`config.mk`:
```
export PLATFORM = sky130hd
export DESIGN_NAME = pls_cell
export DESIGN_NICKNAME = d
export VERILOG_FILES = /design/src/rtl/pls_pkg.sv /design/src/rtl/pls_cell.sv
export SDC_FILE = /design/constraint.sdc
export NUM_CORES = 1
export LEC_CHECK = 0
export ABC_AREA = 0
export BUFFER_PORTS_ARGS = -buffer_cell sky130_fd_sc_hd__buf_4
export CAP_MARGIN = 0
export CELL_PAD_IN_SITES_DETAIL_PLACEMENT = 1
export CELL_PAD_IN_SITES_GLOBAL_PLACEMENT = 1
export CORE_ASPECT_RATIO = 0.75
export CORE_MARGIN = 3
export CORE_UTILIZATION = 30
export DETAILED_ROUTE_END_ITERATION = 12
export GPL_TIMING_DRIVEN = 0
export PLACE_DENSITY_LB_ADDON = 0.1
export SLEW_MARGIN = 15
export SYNTH_ARGS = -nofsm -noshare
export SYNTH_HDL_FRONTEND = slang
export SYNTH_SLANG_ARGS = --single-unit
```
`constraint.sdc`:
```
create_clock -name clk -period 5.9 [get_ports clk]
set_input_delay 0 -clock clk [delete_from_list [all_inputs] [get_ports clk]]
set_output_delay 0 -clock clk [all_outputs]
set_load 0.05 [all_outputs]
```
`src/rtl/pls_pkg.sv`:
```
`default_nettype none
package pls_pkg;

    // List geometry.
    localparam int DEPTH      = 64;
    localparam int WORD_WIDTH = 32;
    localparam int IDX_W      = $clog2(DEPTH);

    // Field widths of the request and response.
    localparam int CMD_W  = 3;
    localparam int POS_W  = 7;
    localparam int DATA_W = 32;
    localparam int CNT_W  = 7;

    typedef enum logic [CMD_W-1:0] {
        CMD_INSERT = 3'd0,
        CMD_APPEND = 3'd1,
        CMD_REMOVE = 3'd2,
        CMD_LOCATE = 3'd3,
        CMD_READ   = 3'd4,
        CMD_PREV   = 3'd5,
        CMD_NEXT   = 3'd6,
        CMD_CLEAR  = 3'd7
    } cmd_t;

    typedef enum logic {
        ST_IDLE,
        ST_PICK
    } state_t;

    typedef enum logic [1:0] {
        OP_HOLD,
        OP_INSERT,
        OP_REMOVE
    } cell_op_t;

    // Broadcast to every cell at the edge that takes a request.
    typedef struct packed {
        logic                  capture;
        logic [WORD_WIDTH-1:0] value;
        logic [IDX_W-1:0]      target;
        logic [CNT_W-1:0]      count;
    } cell_cap_t;

    // Broadcast to every cell at the edge that completes a request.
    typedef struct packed {
        cell_op_t              op;
        logic [IDX_W-1:0]      k;
        logic [WORD_WIDTH-1:0] word;
    } cell_ctl_t;

endpackage
`default_nettype wire

```
`src/rtl/pls_cell.sv`:
```
`default_nettype none
module pls_cell (
    input  wire logic                           clk,
    input  wire logic [pls_pkg::IDX_W-1:0]      index,
    input  wire pls_pkg::cell_cap_t             cap,
    input  wire pls_pkg::cell_ctl_t             ctl,
    input  wire logic [pls_pkg::WORD_WIDTH-1:0] left_word,
    input  wire logic [pls_pkg::WORD_WIDTH-1:0] right_word,
    output logic      [pls_pkg::WORD_WIDTH-1:0] word,
    output logic                                hit,
    output logic                                sel
);
    import pls_pkg::*;

    logic [WORD_WIDTH-1:0] word_reg;
    logic [WORD_WIDTH-1:0] word_next;
    logic                  hit_reg;
    logic                  hit_next;
    logic                  sel_reg;
    logic                  sel_next;

    // A cell matches only while it lies inside the occupied part of the list.
    always_comb
    begin
        hit_next  = (word_reg == cap.value) && (CNT_W'(index) < cap.count);
        sel_next  = (index == cap.target);
        word_next = word_reg;
        case (ctl.op)
            OP_INSERT:
            begin
                if (index == ctl.k)
                    word_next = ctl.word;
                else if (index > ctl.k)
                    word_next = left_word;
            end
            OP_REMOVE:
            begin
                if (index >= ctl.k)
                    word_next = right_word;
            end
            default: word_next = word_reg;
        endcase
    end

    always_ff @(posedge clk)
    begin
        word_reg <= word_next;
        if (cap.capture)
        begin
            hit_reg <= hit_next;
            sel_reg <= sel_next;
        end
    end

    assign word = word_reg;
    assign hit  = hit_reg;
    assign sel  = sel_reg;

endmodule
`default_nettype wire

```
==> Yosys cells after proc, flatten, opt, wreduce, memory -nomap -nowiden <==
Index checks and enable logic that the tools add are counted.
{ "classes": {"muxes": 4, "n_lt_le_gt_ge": 3, "n_eq_ne": 7, "reduce_logical": 3} }
{ "op_table": {"columns": ["operator", "count"], "rows": [
  ["$mux W32", 3],
  ["$pmux W32 S2", 1],
  ["$eq A32 B32 Y1", 1],
  ["$eq A6 B6 Y1", 2],
  ["$lt A6 B7 Y1", 1],
  ["$ge A6 B6 Y1", 1],
  ["$gt A6 B6 Y1", 1],
  ["$ne A3 B3 Y1 const B", 1],
  ["$reduce_and A3 Y1", 1],
  ["$eq A2 B1 Y1 const B", 1],
  ["$eq A2 B2 Y1 const B", 1],
  ["$ne A2 B2 Y1 const B", 1],
  ["$reduce_bool A2 Y1", 1],
  ["$logic_and A1 B1 Y1", 1]
]} }
{ "word_totals": {"register_bits": 34, "out_inout_bits": 34, "elab_cells": 20} }

==> Depth between registers and ports, before layout <==
Gate-level depths: netlist (run 1).
{ "depth": {"ltp_word": 4, "ltp_mapped": 7} }

==> Worst setup path before layout (run 1) <==
No wires, ideal clock.
{ "synth_timing": {"path_kind": "in2reg", "start": "input ctl[36] (netlist name)", "end": "register word_reg[0] (netlist: word[0]) (enable)", "stages": 6, "setup_ns": 0.432, "setup_slack_ns": 3.258, "n_path_buf": 0, "arrival_time_ns": 2.210, "path_cell_list": "inv_1 ha_1 nand4_2 nor2_1 nor2_1 a21oi_1"} }
{ "synth_via": {"elab_chain_cells": 3, "elab_cells_between_ends": 6, "cone_classes": "2 x order compare; 3 x eq/ne; 1 x reduce/logical"} }
{ "synth_rtl": {"columns": ["item", "line", "rtl"], "rows": [
  ["start, declared", "pls_cell.sv:6", "input wire pls_pkg::cell_ctl_t ctl,"],
  ["$gt A6 B6 Y1 (tied with other cells)", "pls_cell.sv:33", "else if (index > ctl.k)"],
  ["$ne A3 B3 Y1 (no line) or $ne A2 B2 Y1 (tied branches)", null, null],
  ["$reduce_and A3 Y1 (no line) (*)", null, null],
  ["end signal, assigned", "pls_cell.sv:47", "word_reg <= word_next;"],
  ["end, declared", "pls_cell.sv:15", "logic [WORD_WIDTH-1:0] word_reg;"]
]} }
Every way passes the cells marked *; elsewhere a longest branch is shown, timed or not.
A chain may end at the register's enable or synchronous reset.

==> Final worst setup path (run 1) <==
{ "layout_timing": {"start": "register word_reg[0] (netlist: word[0])", "end": "register hit_reg (netlist: hit) (data pin)"} }
{ "layout_via": {"elab_chain_cells": 2} }
{ "layout_rtl": {"columns": ["item", "line", "rtl"], "rows": [
  ["$eq A32 B32 Y1", "pls_cell.sv:25", "hit_next = (word_reg == cap.value) && (CNT_W'(index) < cap.count);"],
  ["$logic_and A1 B1 Y1", "pls_cell.sv:25", null],
  ["net hit_next", "pls_cell.sv:18", "logic hit_next;"],
  ["end signal, assigned", "pls_cell.sv:50", "hit_reg <= hit_next;"],
  ["end, declared", "pls_cell.sv:17", "logic hit_reg;"]
]} }
The timed path passes the listed nets, and every way through them passes these cells.

==> run metrics, run 1 <==
final max-slew violation count=0; Initial Utilization=32.2%; Slew headroom=61.5%; Warnings, synthesis=0; largest net degree at the start of global routing=20; io pins=191; Die X=111 um; port bufs=190; dpl cells=525; Syn Inst Count=233; RSZ-0062 raised after global routing=false; fin crit period=1.76 ns; total CTS buffers=5; status=complete, no violations; Synth cell types=26; worst slew pin tran=0.572 ns; synthesized flop and latch total=34; Syn Nets=401; Antenna Nets Post-Route=0; clock sinks=34; leading area contributor after synthesis=edfxtp_1; Final nets=607; Clock transition at path regs=0.07 ns; total negative slack=0 ns; n_diodes=0; Worst Hold Depth=3; CP arrival=1.86 ns; synth top area cells=edfxtp_1 42%, mux2i_1 13%, xor2_1 12%, ha_1 5.6%, nand2_1 5.0%; leakage=1.86 nW; Primary FF master, synth=edfxtp_1; Die Span Y=84.4 um; post-synth top area share=41.5%; clk_lat worst skew=0.28 ns; initial antenna violation count=0; RePlAce Congestion=0.781; critical path type=flip-flop to flip-flop; CP required=6.01 ns; VDD IR-drop max=0.0801 mV; final period utilization=29.8%; vias per cell=4.78; Overall Global Routing Usage=20.2%; fmax=569 MHz; pwr dens=199 nW/um^2; mapped cell area=2460 um^2; DIE AREA=9330 um^2; CTS Root Cell=clkbuf_8; top post-synthesis cells by count=34 x edfxtp_1, 34 x xor2_1, 33 x nand2_1; Vias=2581; final hold violation count=0; number of global-route vias before repair=2829; MaxCap Viol Count=0; DRC=0; FFs w/ async S/R, synth=0%; remaining global-route overflow=0; CTS resizes=0; Final setup viols=0; Initial DRT Pass Iterations=4; H-Tree Depth=2; hpwl dp=8.01 mm; WL/cell=17.6 um; layout cells sized above 1=49.4%; Core Footprint=7630 um^2; 1st-iter DRT viols=62; min-delay worst type=input pin to flip-flop; max FFs per register=32; EDFF count, synth=34; Worst Path Max Fanout=2; layout overhead on the synthesized area=71.1%; Non-Filler Instances=540; Worst Skew=0.00800 ns; TritonCTS clock tree=done; Setup crit end kind=flip-flop; Max clock buf depth=2; syn avg cell area=10.6 um^2; WL final=9.53 mm; first-pass GRT wire length=15.0 mm; Seq/Total Area, Yosys=41.5%; # rows=27; crit start category=flip-flop; Reg2Reg Depth=4
[routing by layer]
metal / track usage [%] / wire length, um / share of wire [%]
met5: 0 / 0 / 0
met4: 5.03 / 148 / 1.6
met3: 6.84 / 829 / 8.7
met1: 24.5 / 3820 / 40
met2: 34.7 / 4730 / 50
[cells in the final DEF (no fill, tap or decap), types with 8 or more instances in the layout]
cell / count
edfxtp_1: 34
inv_1: 11
dlygate4sd3_1: 8
xor2_1: 34
o21ai_2: 11
o21ai_1: 19
nor4_1: 8
mux2i_1: 32
ha_1: 11
buf_4: 190
nand2_1: 33
[metrics by stage]
step	setup slack (ns)	area [um^2]	util (%)	hold slack [ns]	total power, mW
global route	4.06	4210	55.1	0.00156	0.882
finish	4.14	4210	55.1	0.00248	0.838
detailed placement	4.02	4050	53.0	0.220	0.681
global placement	2.15	4010	52.5	0.218	0.668
CTS	4.17	4210	55.1	0.000194	0.846
floorplan	3.26	2460	-	0.112	0.512
[area by class of cell]
type	count	area [um^2]
well taps	101	126
inverters	11	41.3
repair buffers	199	1530
multi-input cells	178	1330
flip-flops and latches	34	1020
plain buffers	10	76.3
fillers	896	3430
clock buffers	7	76.3
[worst max-delay path: stages (launching register included)]
cell      delay, ns
edfxtp_1       0.45
xor2_1         0.17
nor4_1         0.53
nand4_1        0.20
nor3_1         0.24
[cell families after synthesis]
logic type / after synthesis / synth area share [%]
fa+ha+maj: 11 / 5.60
xor+xnor: 39 / 13.9
simple gates: 55 / 10.9
buf+inv: 21 / 4.78
flops: 34 / 41.5
mux: 32 / 13.0
compound gates: 41 / 10.3
[power breakdown]
part	leakage, nW	internal [mW]	switching, mW
clock network	0.0383	0.0813	0.0799
logic	1.51	0.152	0.197
registers	0.314	0.304	0.0231
total	1.86	0.538	0.300
[final timing paths]
| check | from | endpoint | slack (ns) |
|---|---|---|---|
| setup / recovery | word[0] | hit | 4.14 |
| setup reg to reg | word[0] | hit | 4.14 |
| hold reg to reg | word[31] | hit | 0.91 |
| hold / removal | right_word[17] | word[17] | 0.002 |
[what timing repair did]
action | in CTS | in global routing
endpoints found under the hold margin | 9 | 0
buffers inserted | 0 | 0
hold buffers | 8 | 0
(Power assumes the default switching activity.)
==> run 2: changes to the inputs <==
- CORE_UTILIZATION: 30 -> 28
- clock period: 5.9 -> 1.7 ns (I/O delays scaled with it)
==> run metrics, run 2 (same netlist as run 1, synthesis figures left out) <==
largest net degree at the start of global routing=17 (was 20); initial antenna violation count=0 (unchanged); r2r setup slk=0.19 ns (was 4.14 ns); stages on the worst setup path=8 (was 4); Core Footprint=8200 um^2 (was 7630 um^2); TritonCTS clock tree=done (unchanged); WL final=9.63 mm (was 9.53 mm); Overall Global Routing Usage=18.6% (was 20.2%); Die Span Y=87.2 um (was 84.4 um); DR top layer=met4 (unchanged); fin crit period=1.58 ns; Non-Filler Instances=542 (was 540); layout overhead on the synthesized area=73.6% (was 71.1%); overall power=3.25 mW (was 838 uW); Met2 Wirelength=4.65 mm (was 4.73 mm); # rows=28 (was 27); Initial Utilization=30.0% (was 32.2%); port bufs=190 (unchanged); CP required=1.66 ns (was 6.01 ns); pwr dens=761 nW/um^2 (was 199 nW/um^2); final max-slew violation count=0 (unchanged); final hold violation count=0 (unchanged); leakage=1.87 nW (was 1.86 nW); DIE AREA=9950 um^2 (was 9330 um^2); hold slack=0.00271 ns (was 0.00248 ns); first-pass GRT wire length=14.0 mm (was 15.0 mm); Die X=114 um (was 111 um); VDD IR-drop max=0.570 mV (was 0.0801 mV); CTS Root Cell=clkbuf_16 (was clkbuf_8); CP peak stage delay=0.39 ns (was 0.53 ns); most used cell, CP=nor2_1; Setup crit end kind=flip-flop (unchanged); io pins=191 (unchanged); Vias=2491 (was 2581); Final setup viols=0 (unchanged); Seq pwr share=34.8% (was 39.1%); Worst Skew=0.00310 ns (was 0.00800 ns); CP arrival=1.54 ns (was 1.86 ns); Max clock buf depth=2 (unchanged); remaining global-route overflow=0 (unchanged); power share of the clock group=27.1% (was 19.2%); Reg2Reg Depth=4 (unchanged); worst-path cell chain=buf_4 > inv_1 > ha_1 > nand2b_1 > a21oi_1 > nor2_1 > nor2_1 > a21oi_4 (was xor2_1 > nor4_1 > nand4_1 > nor3_1); dpl cells=528 (was 525); RePlAce Congestion=0.785 (was 0.781); hpwl dp=8.13 mm (was 8.01 mm); cell family with most CP delay=simple AND/OR/NAND/NOR gates (unchanged); combinational share of power=38.0% (was 41.7%); Worst R2R End=hit (unchanged); status=complete, no violations (unchanged); P_sw=1.14 mW (was 300 uW); Antenna Nets Post-Route=0 (unchanged); most frequent cells in the layout=190 x buf_4, 34 x xor2_1, 34 x edfxtp_1, 33 x nand2_1, 32 x mux2i_1 (unchanged); Worst Path Max Fanout=16 (was 2); vias per cell=4.60 (was 4.78); Clock transition at path regs=0.06 ns (was 0.07 ns); clock sinks=34 (unchanged); DRC=0 (unchanged); WL/cell=17.8 um (was 17.6 um); MaxCap Viol Count=0 (unchanged); critical path type=input pin to flip-flop (was flip-flop to flip-flop); post-CTS setup buffers=0 (unchanged); clk_lat worst skew=0.27 ns (was 0.28 ns); Worst Hold Depth=3 (unchanged); Slew headroom=58.2% (was 61.5%); worst slew pin tran=0.626 ns (was 0.572 ns); dpl ws=-0.407 ns (was 4.02 ns); slowest stage cell, crit path=nor2_1 (was nor4_1); RSZ-0062 raised after global routing=false (unchanged); commonest non-fill, non-tap cell in the layout=buf_4 (unchanged); final period utilization=92.8%; fmax=634 MHz; worst setup path end=word[8] (was hit); Final nets=604 (was 607); Setup crit start=index[0] (was word[0]); max FFs per register=32 (unchanged); n_diodes=0 (unchanged); crit start category=input pin (was flip-flop); number of global-route vias before repair=2641 (was 2829); H-Tree Depth=2 (unchanged); total negative slack=0 ns (unchanged); routed metal-1 wirelength=3.97 mm (was 3.82 mm); Pint=2.11 mW (was 538 uW); 1st-iter DRT viols=58 (was 62); Sw Ratio=35.0% (was 35.8%); Initial DRT Pass Iterations=4 (unchanged); WL met3=983 um (was 829 um); reg2reg start=word[20] (was word[0]); CP bufs+invs=2 (was 0); total CTS buffers=5 (unchanged); Worst Slack Setup Final=0.122 ns (was 4.14 ns); min-delay worst type=input pin to flip-flop (unchanged); layout cells sized above 1=51.0% (was 49.4%)
[run 2: cell types whose count changed in the layout (fill, tap and decap cells not counted), sizes merged]
cell | before | now
clkinvlp | 0 | 1
a21oi | 5 | 6
dlygate4sd3 | 8 | 5
clkbuf | 12 | 10
clkinv | 0 | 2
buf | 196 | 195
[run 2: power by group through the flow]
stage	combinational (mW)	clock [mW]	sequential (mW)
6_report	1.23	0.881	1.13
5_1_grt	1.32	0.939	1.14
4_1_cts	1.24	0.896	1.13
3_5_place_dp	1.20	0	1.15
3_3_place_gp	1.18	0	1.15
2_1_floorplan	0.292	0	1.49
[run 2: worst min path at each step]
stage               slack [ns]      startpoint  endpoint
finish                   0.003  right_word[29]  word[29]
global route              0.01  right_word[11]  word[11]
CTS                      0.003  right_word[29]  word[29]
detailed placement        0.22         cap[45]       sel
global placement          0.22         cap[45]       sel
floorplan                 0.11         cap[45]       hit
[run 2: repair_timing]
action,in CTS,in global routing
setup endpoints to repair,33,33
endpoints found under the hold margin,6,0
resized for setup,3,4
hold buffers,5,0
gates cloned,1,0
[run 2: layout make-up]
type / count / area (um^2)
Clock buffer: 5 / 125
Fill cell: 955 / 3930
Timing Repair Buffer: 195 / 1480
Buffer: 10 / 76.3
Tap cell: 105 / 131
Multi-Input combinational cell: 179 / 1380
Inverter: 11 / 41.3
Clock inverter: 3 / 16.3
Sequential cell: 34 / 1020
[run 2: stage by stage]
| stage | cell area (um^2) | utilization (%) |
|---|---|---|
| global placement | 4030 | 49.1 |
| detailed placement | 4030 | 49.1 |
| floorplan | 2470 | - |
| CTS | 4250 | 51.8 |
| global route | 4270 | 52.1 |
| finish | 4270 | 52.1 |
[run 2: metal layers]
metal / track usage [%] / up-vias
li1: - / 1237
met4: 1.94 / 0
met5: 0 / -
met1: 23.6 / 1137
met3: 6.04 / 2
met2: 32.1 / 115
[run 2: tightest hold or removal path: cells and delay by family]
kind                   cells  cell delay, ns
AOI/OAI and AO/OA          1            0.05
buffers and inverters      1            0.08
and+or+nand+nor            1            0.05
==> run 3: changes to the inputs <==
- RECOVER_POWER: unset -> 100
- TNS_END_PERCENT: unset -> 30
==> run metrics, run 3 (same netlist as run 1, synthesis figures left out) <==
pwr dens=762 nW/um^2 (was 761 nW/um^2); Worst Hold Depth=3 (unchanged); first-pass GRT wire length=13.8 mm (was 14.0 mm); Die X=114 um (unchanged); Reg2Reg Depth=4 (unchanged); critical path type=input pin to flip-flop (unchanged); met3 Resource Use GR=6.04% (unchanged); Die Span Y=87.2 um (unchanged); r2r setup slk=0.14 ns (was 0.19 ns); port bufs=190 (unchanged); Setup crit end kind=flip-flop (unchanged); Worst Skew=0.00304 ns (was 0.00310 ns); Top Usage Layer GRT=met2 (unchanged); post-CTS setup buffers=0 (unchanged); Worst Path Max Fanout=10 (was 16); layout cells sized above 1=42.1% (was 51.0%); remaining global-route overflow=0 (unchanged); vias per cell=4.62 (was 4.60); Placed Area=4030 um^2 (unchanged); io pins=191 (unchanged); met1 GRT Util=23.0% (was 23.6%); Final nets=604 (unchanged); number of global-route vias before repair=2649 (was 2641); Max clock buf depth=2 (unchanged); Overall Global Routing Usage=18.2% (was 18.6%); largest net degree at the start of global routing=33 (was 17); CTS Root Cell=clkbuf_16 (unchanged); WL/cell=17.9 um (was 17.8 um); total CTS buffers=5 (unchanged); clk_lat worst skew=0.27 ns (about the same); P_sw=1.13 mW (was 1.14 mW); final max-slew violation count=0 (unchanged); crit start category=input pin (unchanged); RSZ-0062 raised after global routing=false (unchanged); status=complete, no violations (unchanged); VDD IR-drop max=0.569 mV (was 0.570 mV); WL final=9.72 mm (was 9.63 mm); Final setup viols=0 (unchanged); Initial Utilization=30.0% (unchanged); Clock transition at path regs=0.06 ns (about the same); # fillers=981 (was 955); min-delay src=right_word[29] (unchanged); 1st-iter DRT viols=72 (was 58); final hold violation count=0 (unchanged); # rows=28 (unchanged); fin crit period=1.60 ns (was 1.58 ns); clock sinks=34 (unchanged); n_diodes=0 (unchanged); Slew headroom=48.7% (was 58.2%); TritonCTS clock tree=done (unchanged); final period utilization=94.0% (was 92.8%); Initial DRT Pass Iterations=5 (was 4); reg2reg start=word[20] (unchanged); fmax=626 MHz (was 634 MHz); GRT met2 Usage=31.6% (was 32.1%); hpwl dp=8.13 mm (unchanged); Hold Path End=word[29] (unchanged); CP arrival=1.62 ns (was 1.54 ns); combinational share of power=36.3% (was 38.0%); DRC=0 (unchanged); hold slack=0.00379 ns (was 0.00271 ns); Core Footprint=8200 um^2 (unchanged); initial antenna violation count=0 (unchanged); worst slew pin tran=0.761 ns (was 0.626 ns); power share of the clock group=27.9% (was 27.1%); Pint=2.02 mW (was 2.11 mW); min-delay worst type=input pin to flip-flop (unchanged); Sw Ratio=35.8% (was 35.0%); post-route design area=4140 um^2 (was 4270 um^2); commonest non-fill, non-tap cell in the layout=buf_4 (unchanged); H-Tree Depth=2 (unchanged); Vias=2503 (was 2491); Antenna Nets Post-Route=0 (unchanged); CP required=1.72 ns (was 1.66 ns); layout overhead on the synthesized area=68.2% (was 73.6%); leakage=1.73 nW (was 1.87 nW); DIE AREA=9950 um^2 (unchanged); max FFs per register=32 (unchanged); most frequent cells in the layout=153 x buf_4, 39 x clkbuf_1, 34 x xor2_1, 34 x edfxtp_1, 33 x nand2_1 (was 190 x buf_4, 34 x xor2_1, 34 x edfxtp_1, 33 x nand2_1, 32 x mux2i_1); Seq pwr share=35.8% (was 34.8%); Worst R2R End=hit (unchanged); MaxCap Viol Count=0 (unchanged); RePlAce Congestion=0.785 (unchanged)
## run 3: cell types whose count changed in the layout (fill, tap and decap cells not counted), moves of 5 or more
cell,change
buf_4,-37
clkbuf_1,+36
o21ai_0,+23
o21ai_1,-18
o21ai_2,-5
## run 3: worst max-delay path by stage
stage | from | endpoint | slack (ns) | cells past startpoint
4_1_cts | index[2] | word[16] | -0.12 | 6
2_1_floorplan | ctl[36] | word[0] | 0.08 | 6
3_3_place_gp | index[3] | word[19] | -0.39 | 6
5_1_grt | ctl[35] | word[28] | 0.01 | 7
3_5_place_dp | index[4] | word[16] | -0.41 | 6
6_report | index[5] | word[4] | 0.10 | 7
## run 3: stage by stage
step           TNS, ns  instances  total power [mW]  utilization [%]  setup slack, ns
2_1_floorplan        0        233              1.78                -           0.0850
3_3_place_gp    -12.60        528              2.33             49.1           -0.391
3_5_place_dp    -13.22        528              2.35             49.1           -0.407
4_1_cts          -3.56        541              3.26             52.0           -0.115
5_1_grt              0        542              3.30             50.5           0.0105
6_report             0        542              3.15             50.5            0.102
## run 3: critical path, stage by stage
cell and delay, ns:
clkbuf_1 0.15, ha_4 0.30, nand4_1 0.17, nor2_4 0.31, buf_8 0.20, mux2i_1 0.09, o21ai_0 0.39
## run 3: per-layer routing
metal  share of wire (%)  wire length, um  vias to the layer above
li1                    -                -                     1234
met1                  42             4100                     1153
met2                  48             4680                      112
met3                 9.4              910                        4
met4                0.32               31                        0
met5                   0                0                        -
## run 3: what timing repair did
item | in CTS | in global routing
cloned | 0 | 1
pin swaps | 1 | 1
endpoints found under the setup margin | 33 | 33
gates resized for setup | 5 | 4
hold buffers | 5 | 0
hold endpoints to repair | 6 | 0
## run 3: layout make-up
cell class	count	area, um^2	share of cell area [%]
well taps	105	131	3.18
clock buffers	5	125	3.02
clock inverters	3	16.3	0.393
multi-input cells	179	1380	33.5
plain buffers	10	76.3	1.85
repair buffers	195	1340	32.4
flip-flops and latches	34	1020	24.7
inverters	11	41.3	0.998
## run 3: power by group through the flow
stage	registers (mW)	clock network [mW]	logic [mW]
floorplan	1.49	0	0.292
global placement	1.15	0	1.18
detailed placement	1.15	0	1.20
CTS	1.13	0.896	1.23
global route	1.14	0.939	1.22
finish	1.13	0.880	1.14
